$ cat src/rtl/prqs_pkg.sv
`timescale 1ns / 1ps

package prqs_pkg;

  localparam int DEFAULT_QUEUE_DEPTH = 16;

  localparam int PRIO_W    = 8;
  localparam int BURST_W   = 16;
  localparam int ID_W      = 16;
  localparam int TIME_W    = 32;
  localparam int STATUS_W  = 2;

  localparam logic OP_INSERT   = 1'b0;
  localparam logic OP_DISPATCH = 1'b1;

  localparam logic [STATUS_W-1:0] ST_INSERTED   = 2'd0;
  localparam logic [STATUS_W-1:0] ST_DISPATCHED = 2'd1;
  localparam logic [STATUS_W-1:0] ST_EMPTY      = 2'd2;
  localparam logic [STATUS_W-1:0] ST_FULL       = 2'd3;

  typedef struct packed {
    logic [PRIO_W-1:0]  prio;
    logic [BURST_W-1:0] burst;
    logic [TIME_W-1:0]  arrival;
    logic [ID_W-1:0]    id;
  } entry_t;

  typedef struct packed {
    logic              ins_en;
    logic              disp_en;
    logic [PRIO_W-1:0] prio;
  } cell_cmd_t;

endpackage

$ cat src/rtl/prqs_cell.sv
`timescale 1ns / 1ps

module prqs_cell #(
  parameter int CELL_IDX = 0,
  parameter int CNT_W    = 5
) (
  input  logic               clk,
  input  prqs_pkg::cell_cmd_t cmd,
  input  prqs_pkg::entry_t    new_ent,
  input  logic [CNT_W-1:0]   occ,
  input  prqs_pkg::entry_t    left_ent,
  input  logic               left_ge,
  input  prqs_pkg::entry_t    right_ent,
  output prqs_pkg::entry_t    ent,
  output logic               ge
);
  import prqs_pkg::*;

  localparam logic [CNT_W-1:0] IDX = CNT_W'(CELL_IDX);

  entry_t ent_r;
  entry_t ent_nxt;

  // A cell at or beyond the fill level, or holding an equal or larger priority,
  // lies behind the position of a newly inserted word.
  assign ge  = (IDX >= occ) || (cmd.prio <= ent_r.prio);
  assign ent = ent_r;

  always_comb begin
    ent_nxt = ent_r;
    if (cmd.ins_en && ge) begin
      ent_nxt = left_ge ? left_ent : new_ent;
    end else if (cmd.disp_en) begin
      ent_nxt = right_ent;
    end
  end

  always_ff @(posedge clk) begin
    ent_r <= ent_nxt;
  end

endmodule

$ cat src/rtl/priority_ready_queue_scheduler_top.sv
`timescale 1ns / 1ps
// A word is accepted only in the idle state and moves the FSM to execute; the
// result strobe is registered from the execute state. busy is high for the one
// execute cycle, when the queue cells shift in parallel; no word is taken then.
// Reset (synchronous, active low) empties the queue, sets the next id to one and
// clears the clock and the totals. The receiver cannot stall the result strobe.
module priority_ready_queue_scheduler_top #(
  parameter int QUEUE_DEPTH = prqs_pkg::DEFAULT_QUEUE_DEPTH
) (
  input  logic                            clk,
  input  logic                            rst_n,
  input  logic                            start,
  output logic                            busy,
  input  logic                            in_func,
  input  logic [prqs_pkg::BURST_W-1:0]    in_burst_time,
  input  logic [prqs_pkg::PRIO_W-1:0]     in_priority_req,
  output logic                            out_valid,
  output logic [prqs_pkg::STATUS_W-1:0]   out_status,
  output logic [prqs_pkg::ID_W-1:0]       out_process_id,
  output logic [prqs_pkg::TIME_W-1:0]     out_waiting_time,
  output logic [prqs_pkg::TIME_W-1:0]     out_clock_after,
  output logic [prqs_pkg::TIME_W-1:0]     out_total_waiting,
  output logic [prqs_pkg::TIME_W-1:0]     out_executed_count
);
  import prqs_pkg::*;

  localparam int CNT_W = $clog2(QUEUE_DEPTH + 1);
  localparam logic [CNT_W-1:0] FULL_CNT = CNT_W'(QUEUE_DEPTH);

  localparam logic S_IDLE = 1'b0;
  localparam logic S_EXEC = 1'b1;

  logic state_r, state_nxt;
  logic func_r;
  logic [BURST_W-1:0] burst_r;
  logic [PRIO_W-1:0]  prio_r;

  logic [CNT_W-1:0]  occ_r, occ_nxt;
  logic [ID_W-1:0]   next_id_r, next_id_nxt;
  logic [TIME_W-1:0] clock_r, clock_nxt;
  logic [TIME_W-1:0] wait_sum_r, wait_sum_nxt;
  logic [TIME_W-1:0] done_r, done_nxt;

  logic                out_valid_r;
  logic [STATUS_W-1:0] out_status_r, out_status_nxt;
  logic [ID_W-1:0]     out_id_r, out_id_nxt;
  logic [TIME_W-1:0]   out_wait_r, out_wait_nxt;

  logic accept, exec, full, empty;
  logic [TIME_W-1:0] head_wait;
  cell_cmd_t cmd;
  entry_t    new_ent;
  entry_t    chain_ent [QUEUE_DEPTH];
  logic      chain_ge  [QUEUE_DEPTH];

  assign accept = start && (state_r == S_IDLE);
  assign exec   = (state_r == S_EXEC);
  assign busy   = exec;
  assign full   = (occ_r == FULL_CNT);
  assign empty  = (occ_r == '0);

  assign cmd.ins_en  = exec && (func_r == OP_INSERT) && !full;
  assign cmd.disp_en = exec && (func_r == OP_DISPATCH) && !empty;
  assign cmd.prio    = prio_r;

  assign new_ent.prio    = prio_r;
  assign new_ent.burst   = burst_r;
  assign new_ent.arrival = clock_r;
  assign new_ent.id      = next_id_r;

  assign head_wait = clock_r - chain_ent[0].arrival;

  for (genvar gi = 0; gi < QUEUE_DEPTH; gi++) begin : g_cell
    entry_t left_ent, right_ent;
    logic   left_ge;
    if (gi == 0) begin : g_first
      assign left_ent = new_ent;
      assign left_ge  = 1'b0;
    end else begin : g_mid
      assign left_ent = chain_ent[gi-1];
      assign left_ge  = chain_ge[gi-1];
    end
    if (gi == QUEUE_DEPTH - 1) begin : g_last
      assign right_ent = chain_ent[gi];
    end else begin : g_inner
      assign right_ent = chain_ent[gi+1];
    end
    prqs_cell #(
      .CELL_IDX(gi),
      .CNT_W   (CNT_W)
    ) u_cell (
      .clk      (clk),
      .cmd      (cmd),
      .new_ent  (new_ent),
      .occ      (occ_r),
      .left_ent (left_ent),
      .left_ge  (left_ge),
      .right_ent(right_ent),
      .ent      (chain_ent[gi]),
      .ge       (chain_ge[gi])
    );
  end

  always_comb begin
    state_nxt      = state_r;
    occ_nxt        = occ_r;
    next_id_nxt    = next_id_r;
    clock_nxt      = clock_r;
    wait_sum_nxt   = wait_sum_r;
    done_nxt       = done_r;
    out_status_nxt = out_status_r;
    out_id_nxt     = out_id_r;
    out_wait_nxt   = out_wait_r;
    case (state_r)
      S_IDLE: begin
        if (accept) begin
          state_nxt = S_EXEC;
        end
      end
      S_EXEC: begin
        state_nxt    = S_IDLE;
        out_id_nxt   = '0;
        out_wait_nxt = '0;
        if (func_r == OP_INSERT) begin
          if (full) begin
            out_status_nxt = ST_FULL;
          end else begin
            out_status_nxt = ST_INSERTED;
            out_id_nxt     = next_id_r;
            occ_nxt        = occ_r + 1'b1;
            next_id_nxt    = next_id_r + 1'b1;
          end
        end else begin
          if (empty) begin
            out_status_nxt = ST_EMPTY;
          end else begin
            out_status_nxt = ST_DISPATCHED;
            out_id_nxt     = chain_ent[0].id;
            out_wait_nxt   = head_wait;
            occ_nxt        = occ_r - 1'b1;
            wait_sum_nxt   = wait_sum_r + head_wait;
            clock_nxt      = clock_r + TIME_W'(chain_ent[0].burst);
            done_nxt       = done_r + 1'b1;
          end
        end
      end
      default: begin
        state_nxt = S_IDLE;
      end
    endcase
  end

  always_ff @(posedge clk) begin
    if (!rst_n) begin
      state_r     <= S_IDLE;
      occ_r       <= '0;
      next_id_r   <= ID_W'(1);
      clock_r     <= '0;
      wait_sum_r  <= '0;
      done_r      <= '0;
      out_valid_r <= 1'b0;
    end else begin
      state_r     <= state_nxt;
      occ_r       <= occ_nxt;
      next_id_r   <= next_id_nxt;
      clock_r     <= clock_nxt;
      wait_sum_r  <= wait_sum_nxt;
      done_r      <= done_nxt;
      out_valid_r <= exec;
    end
  end

  always_ff @(posedge clk) begin
    if (accept) begin
      func_r  <= in_func;
      burst_r <= in_burst_time;
      prio_r  <= in_priority_req;
    end
    out_status_r <= out_status_nxt;
    out_id_r     <= out_id_nxt;
    out_wait_r   <= out_wait_nxt;
  end

  assign out_valid          = out_valid_r;
  assign out_status         = out_status_r;
  assign out_process_id     = out_id_r;
  assign out_waiting_time   = out_wait_r;
  assign out_clock_after    = clock_r;
  assign out_total_waiting  = wait_sum_r;
  assign out_executed_count = done_r;

endmodule

$ cat config.mk
export PLATFORM = sky130hd
export DESIGN_NAME = priority_ready_queue_scheduler_top
export DESIGN_NICKNAME = d
export VERILOG_FILES = /design/src/rtl/prqs_pkg.sv /design/src/rtl/prqs_cell.sv /design/src/rtl/priority_ready_queue_scheduler_top.sv
export SDC_FILE = /design/constraint.sdc
export NUM_CORES = 2
export LEC_CHECK = 0
export ABC_AREA = 0
export BUFFER_PORTS_ARGS = -buffer_cell sky130_fd_sc_hd__buf_2
export CAP_MARGIN = 5
export CORE_UTILIZATION = 57
export CTS_CLUSTER_DIAMETER = 60
export DETAILED_ROUTE_END_ITERATION = 8
export PLACE_DENSITY_LB_ADDON = 0.1
export SLEW_MARGIN = 20
export SYNTH_ARGS = -nofsm -noshare
export SYNTH_HDL_FRONTEND = slang
export SYNTH_SLANG_ARGS = --single-unit
$ cat constraint.sdc
create_clock -name clk -period 15.01 [get_ports clk]
set_input_delay 0 -clock clk [delete_from_list [all_inputs] [get_ports clk]]
set_output_delay 0 -clock clk [all_outputs]
set_load 0.01 [all_outputs]
# Word level (Yosys, flattened, before mapping)
# Index checks and enable logic that the tools add are counted.
[op_classes]
muxes = 56
n_bitwise = 4
add_sub_neg = 7
n_reduce_logical = 59
magnitude_cmp = 32
n_eq_ne = 3
[op_table]
columns = ["operator", "n"]
rows = [
  ["$mux 72", 45],
  ["$le 8x8->1", 16],
  ["$mux 16", 3],
  ["$ge 4x5->1 const A", 8],
  ["$add 32x1->32 const B", 1],
  ["$add 32x16->32", 1],
  ["$add 32x32->32", 1],
  ["$sub 32x32->32", 1],
  ["$reduce_bool 2->1", 15],
  ["$logic_and 1x1->1", 21],
  ["$ge 3x5->1 const A", 4],
  ["$add 16x1->16 const B", 1],
  ["$logic_or 1x1->1", 16],
  ["$mux 5", 3],
  ["$ge 1x5->1 const A", 2],
  ["$ge 2x5->1 const A", 2],
  ["$reduce_and 3->1", 3],
  ["$mux 2", 3],
  ["$add 5x1->5 const B", 1],
  ["$eq 5x5->1 const B", 1],
  ["$logic_not 5->1", 1],
  ["$sub 5x1->5 const B", 1],
  ["$ne 2x2->1 const B", 2],
  ["$not 1->1", 4],
  ["other kinds (4)", 5],
]
[word_totals]
out_inout_bits = 148
register_bits = 1346
inputBits = 28

# Logic depth before layout (Yosys ltp)
[logic_depth]
ltp_word = 5
depth_mapped = 24
ltp_nobuf = 23

# Hierarchy
# A second synthesis with hierarchy kept.
[unflattened]
cells_unflattened = 9238
area_unflattened_um2 = 97468.5
[modules_own_cells]
columns = ["mod", "area_per_inst_um2", "cells_per_inst", "n_inst"]
rows = [
  ["priority_ready_queue_scheduler_top", 11203.2, 1222, 1],
  ["prqs_cell at g_cell[11].u_cell ...", 4393.0, 266, 2],
  ["prqs_cell at g_cell[10].u_cell", 6695.2, 772, 1],
  ["prqs_cell at g_cell[8].u_cell", 6477.5, 682, 1],
  ["prqs_cell at g_cell[6].u_cell", 6299.8, 689, 1],
  ["prqs_cell at g_cell[12].u_cell", 6249.7, 682, 1],
  ["prqs_cell at g_cell[0].u_cell", 6148.4, 682, 1],
  ["prqs_cell at g_cell[14].u_cell", 6067.1, 689, 1],
  ["prqs_cell at g_cell[2].u_cell", 6034.5, 690, 1],
  ["prqs_cell at g_cell[13].u_cell", 5958.2, 689, 1],
  ["prqs_cell at g_cell[15].u_cell", 5661.7, 581, 1],
  ["prqs_cell at g_cell[4].u_cell", 4483.0, 265, 1],
  ["prqs_cell at g_cell[7].u_cell", 4451.8, 267, 1],
  ["prqs_cell at g_cell[1].u_cell", 4404.2, 266, 1],
  ["+2 rows", "n/a", "n/a", "n/a"],
]

# Least setup slack after synthesis
# Ideal clock, no wire load.
[synth_timing]
kind = "register -> register"
start = "reg prio_r[5]"
end = "reg g_cell[0].u_cell.ent_r (netlist bit g_cell[0].u_cell.ent[0]), enable pin"
setup_slack_ns = 7.113
stages_incl_launch_ff = 10
arrival_time_ns = 7.294
required_ns = 14.408
path_cell_list = "edfxtp_1 ha_1 a21o_1 a21o_1 a21oi_1 o21ai_0 o221a_2 buf_2 buf_1 o21ai_0"
[synth_via]
elab_chain_cells = 4
[synth_lines]
columns = ["item", "line_no", "source"]
rows = [
  ["start, declared", "priority_ready_queue_scheduler_top.sv:36", "logic [PRIO_W-1:0] prio_r;"],
  ["start signal, assigned", "priority_ready_queue_scheduler_top.sv:177", "prio_r <= in_priority_req;"],
  ["$le 8x8->1", "prqs_cell.sv:26", "assign ge = (IDX >= occ) || (cmd.prio <= ent_r.prio);"],
  ["$logic_or 1x1->1", "prqs_cell.sv:26", ""],
  ["$logic_and 1x1->1", "prqs_cell.sv:31", "if (cmd.ins_en && ge) begin"],
  ["$reduce_bool 2->1 (no line)", "n/a", ""],
  ["end signal, assigned", "prqs_cell.sv:39", "ent_r <= ent_nxt;"],
  ["end, declared", "prqs_cell.sv:21", "entry_t ent_r;"],
]
# Every way passes these cells.
# A chain may end at the register's enable or synchronous reset.

# Worst setup path after layout
[layout_timing]
start = "reg clock_r[0], in the netlist out_clock_after[0]"
end = "reg wait_sum_r[31], in the netlist out_total_waiting[31]"
[layout_via]
elab_chain_cells = 2
[layout_lines]
columns = ["item", "line_no", "source"]
rows = [
  ["start, declared", "priority_ready_queue_scheduler_top.sv:40", "logic [TIME_W-1:0] clock_r, clock_nxt;"],
  ["start signal, assigned", "priority_ready_queue_scheduler_top.sv:166", "clock_r <= clock_nxt;"],
  ["$sub 32x32->32", "priority_ready_queue_scheduler_top.sv:71", "assign head_wait = clock_r - chain_ent[0].arrival;"],
  ["net head_wait[12]", "priority_ready_queue_scheduler_top.sv:50", "logic [TIME_W-1:0] head_wait;"],
  ["$add 32x32->32", "priority_ready_queue_scheduler_top.sv:141", "wait_sum_nxt = wait_sum_r + head_wait;"],
  ["end signal, assigned", "priority_ready_queue_scheduler_top.sv:167", "wait_sum_r <= wait_sum_nxt;"],
  ["end, declared", "priority_ready_queue_scheduler_top.sv:41", "logic [TIME_W-1:0] wait_sum_r, wait_sum_nxt;"],
]
# The timed path passes the listed nets, and every way through them passes these cells.

==> impl_metrics.tcl <==
set metrics [dict create \
    outcome "finished clean" \
    numCtsBuffers 152 \
    max_stage_delay_ns 0.61 \
    start_kind "flip-flop" \
    die_h_um 358 \
    port_buffers 175 \
    hp-start "rst_n" \
    setup_violations 0 \
    synthCells 6592 \
    drc 0 \
    first_global_vias 49500 \
    power.leakage_nw 31.8 \
    worst_slack_ns 9.48 \
    nets 6764 \
    core-area_sq_um 126000 \
    worst_path_most_repeated_cell "a21oi_1" \
    cts.htree.levels 4 \
    synth-main-ff-cell "edfxtp_1" \
    clk_latency_ns 0.80 \
    antenna_left 0 \
    drt_pass1_iterations 6 \
    synth-seq-cells 1346 \
    arrival_ns 6.25 \
    synth-seq-area-share_pct 54.4 \
    die_area_sq_um 128000 \
    slew-limit-headroom_pct 21.5 \
    reg2reg_slack_ns 9.48 \
    routed-via-count 51200 \
    cts_buffer_depth 3 \
    crit_chain "inv_1, ha_1, fa_1, nor2b_1, o21ai_0, a21oi_1, o21ai_0, nand2b_1, a21oi_1, o2111ai_1, o211ai_1, xnor2_1, ha_1, a21oi_1, o211ai_2, a2111oi_4, a211oi_2, a41oi_2, nor2_1, o22a_1, or3_1, a21oi_2, mux2i_1" \
    initial_core_util_pct 57.4 \
    grt_usage_pct 30.8 \
    finalHoldViolCount 0 \
    async_flop_share_pct 0 \
    worstHoldPathType "in2reg" \
    reg2reg_depth 23 \
    grtUsageMet1_pct 43.9 \
    syn-cell-area_sq_um 72100 \
    period_share_pct 36.8 \
    detailed_place_hpwl_mm 121 \
    final_layout_size_suffix_gt1_share_pct 10.3 \
    globalRouteOverflowTotal 0 \
    pre_cts_ws_ns 9.45 \
    drt_iter0_drc 5110 \
    fmax_mhz 181 \
    tightest_slew_ns 1.18 \
    yosysUniqueCellTypes 77 \
    finalWirelength_mm 199 \
    cap_violations 0 \
    finalClockSkew_ns 0.0352 \
    powerDensity_nw_per_um2 115 \
    rsz0062_at_grt "no" \
    slowest_stage "dfxtp_1" \
    antenna_found_initial 1 \
    irDropWorstVdd_mv 0.133 \
    crit_path_max_fanout 14 \
    clk_pin_slew_ns 0.06 \
    met2_usage_pct 48.4 \
    cts_resized 0 \
    tns_ns 0 \
    synth_warnings 0 \
    cp.required_ns 15.73 \
    hold_buffers 52 \
    cts_tree "yes" \
    wire_per_inst_um 24.0 \
    gp_congestion 0.881 \
    r2r_start "out_clock_after[0]" \
    viasPerCell 6.17 \
    critPathCaptureType "flip-flop" \
    num_rows 130 \
    pin_count 176 \
    met3_usage_pct 5.00 \
    hold_ws_ns 0.219 \
    syn-mean-instance-area_sq_um 10.9 \
    hold_end "next_id_r[0]" \
    synthToLayoutAreaGrowth_pct 9.73 \
    holdPathStages 3 \
    grt_max_degree 93 \
    path_class "reg2reg" \
    p_total_w 0.00911 \
    cts-root-buf "clkbuf_16" \
    synth_edf_count 1227 \
    cts_sinks 1346 \
    utilization_pct 63.0 \
    dieWidth_um 358 \
    synth_nets 6837 \
    top_usage_layer "met2" \
    period_minus_slack_ns 5.53 \
    drv_slew 0 \
    grt_first_pass_wirelength_mm 303 \
    post_cts_buffers 0 \
    r2r_end "out_total_waiting[31]" \
]
==> cell families after synthesis <==
family	synth area share (%)
simple gates	9.17
xor+xnor	1.54
fa+ha+maj	3.80
mux	15.6
flops	54.4
compound gates	11.2
buf+inv	4.29
==> power breakdown <==
part	leakage [nW]	switching [W]	internal [W]
Combinational	17.2	0.000643	0.000337
Clock	2.36	0.00158	0.00209
Sequential	12.2	0.000118	0.00434
==> cell usage in the layout, fill, tap and decap left out, types with 8 or more instances in the layout <==
| cell type | Yosys | layout |
|---|---|---|
| edfxtp_1 | 1227 | 1227 |
| ha_1 | 214 | 214 |
| mux2_2 | 131 | 131 |
| nand2b_1 | 39 | 27 |
| a21oi_1 | 615 | 614 |
| inv_6 | 0 | 10 |
| xor2_1 | 71 | 71 |
| clkbuf_1 | 313 | 45 |
| a211oi_1 | 19 | 18 |
| dlygate4sd3_1 | 0 | 52 |
| xnor2_1 | 56 | 56 |
| nand3_1 | 54 | 54 |
| clkbuf_16 | 0 | 154 |
| dfxtp_1 | 119 | 118 |
| and2_1 | 46 | 41 |
| clkinv_1 | 0 | 27 |
| buf_4 | 39 | 92 |
| inv_1 | 172 | 172 |
| nor2_1 | 593 | 591 |
| nor2b_1 | 30 | 29 |
| o21a_1 | 23 | 22 |
| nor3_1 | 12 | 12 |
| a22o_1 | 16 | 16 |
| nand2_1 | 731 | 719 |
| nand4_1 | 43 | 43 |
| mux2i_1 | 979 | 979 |
| o21ai_0 | 655 | 652 |
| clkinv_2 | 0 | 16 |
| o21bai_1 | 13 | 13 |
| o21ai_1 | 8 | 8 |
| nand2_4 | 0 | 12 |
| clkbuf_8 | 0 | 8 |
| buf_2 | 165 | 175 |
| and3_1 | 17 | 17 |
| or3_1 | 9 | 9 |
| nand2b_4 | 0 | 12 |
| a21o_1 | 57 | 57 |
| bufinv_16 | 0 | 8 |
==> cell type report <==
class,count,area (sq um)
Fill cell,10200,46500
Sequential cell,1346,39200
Multi-Input combinational cell,4524,30200
Clock buffer,207,4130
Timing Repair Buffer,322,2150
Tap cell,1650,2060
Clock inverter,75,718
Inverter,173,652
Antenna cell,1,2.50
==> flip-flops by register name (all words and copies together) (netlist names) <==
name and flops:
occ_r 5, next_id_r 16, out_valid 1, g_cell.u_cell.ent 1152
out_executed_count 32, out_process_id 16, busy 1, out_waiting_time 32
out_clock_after 32, burst_r 16, out_status 2, func_r 1
out_total_waiting 32, prio_r 8
==> worst max path at each step <==
stage                  startpoint                       to  slack (ns)  cells past startpoint
2_1_floorplan           prio_r[5]  g_cell[0].u_cell.ent[0]        7.11                      9
3_3_place_gp   out_clock_after[0]    out_total_waiting[31]        9.59                     23
3_5_place_dp   out_clock_after[0]    out_total_waiting[31]        9.45                     23
4_1_cts        out_clock_after[0]    out_total_waiting[31]        9.45                     23
5_1_grt        out_clock_after[0]    out_total_waiting[31]        8.96                     23
6_report       out_clock_after[0]    out_total_waiting[31]        9.48                     23
==> synth_stat cells (all sizes together), types with 12 or more instances <==
cell,number,share of area (%)
mux2,131,2.0
o21ai,664,4.6
and2,47,0.41
a22o,16,0.19
nand3,54,0.37
xor2,71,0.86
a21oi,618,4.3
nor2,593,3.1
xnor2,56,0.68
nand4,44,0.39
o21a,23,0.24
clkbuf,314,1.6
edfxtp,1227,51
o21bai,13,0.14
dfxtp,119,3.3
a211oi,22,0.25
nor3,12,0.083
nor2b,30,0.26
buf,235,1.8
and3,18,0.16
inv,173,0.90
mux2i,979,14
ha,214,3.7
nand2,731,3.8
nand2b,39,0.34
a21o,58,0.61
==> routing by layer <==
layer  part of all wire (%)  vias up
li1                       -    23600
met1                     44    25200
met2                     45     2084
met3                    8.1      344
met4                    3.0        2
met5                 0.0065        -
==> worst max-delay path, delay by kind of cell, from the launching register on <==
| kind | cells | cell delay (ns) |
|---|---|---|
| flops | 1 | 0.61 |
| fa+ha+maj | 3 | 1.11 |
| xor+xnor | 1 | 0.16 |
| compound gates | 13 | 2.46 |
| simple gates | 4 | 0.65 |
| mux | 1 | 0.20 |
| buf+inv | 1 | 0.25 |
==> through the flow <==
| step | instances | instance area (sq um) |
|---|---|---|
| 2_1_floorplan | 6592 | 72100 |
| 3_3_place_gp | 7961 | 73700 |
| 3_5_place_dp | 7961 | 73700 |
| 4_1_cts | 8295 | 79100 |
| 5_1_grt | 8297 | 79100 |
| 6_report | 8298 | 79100 |
(Power assumes the default switching activity.)
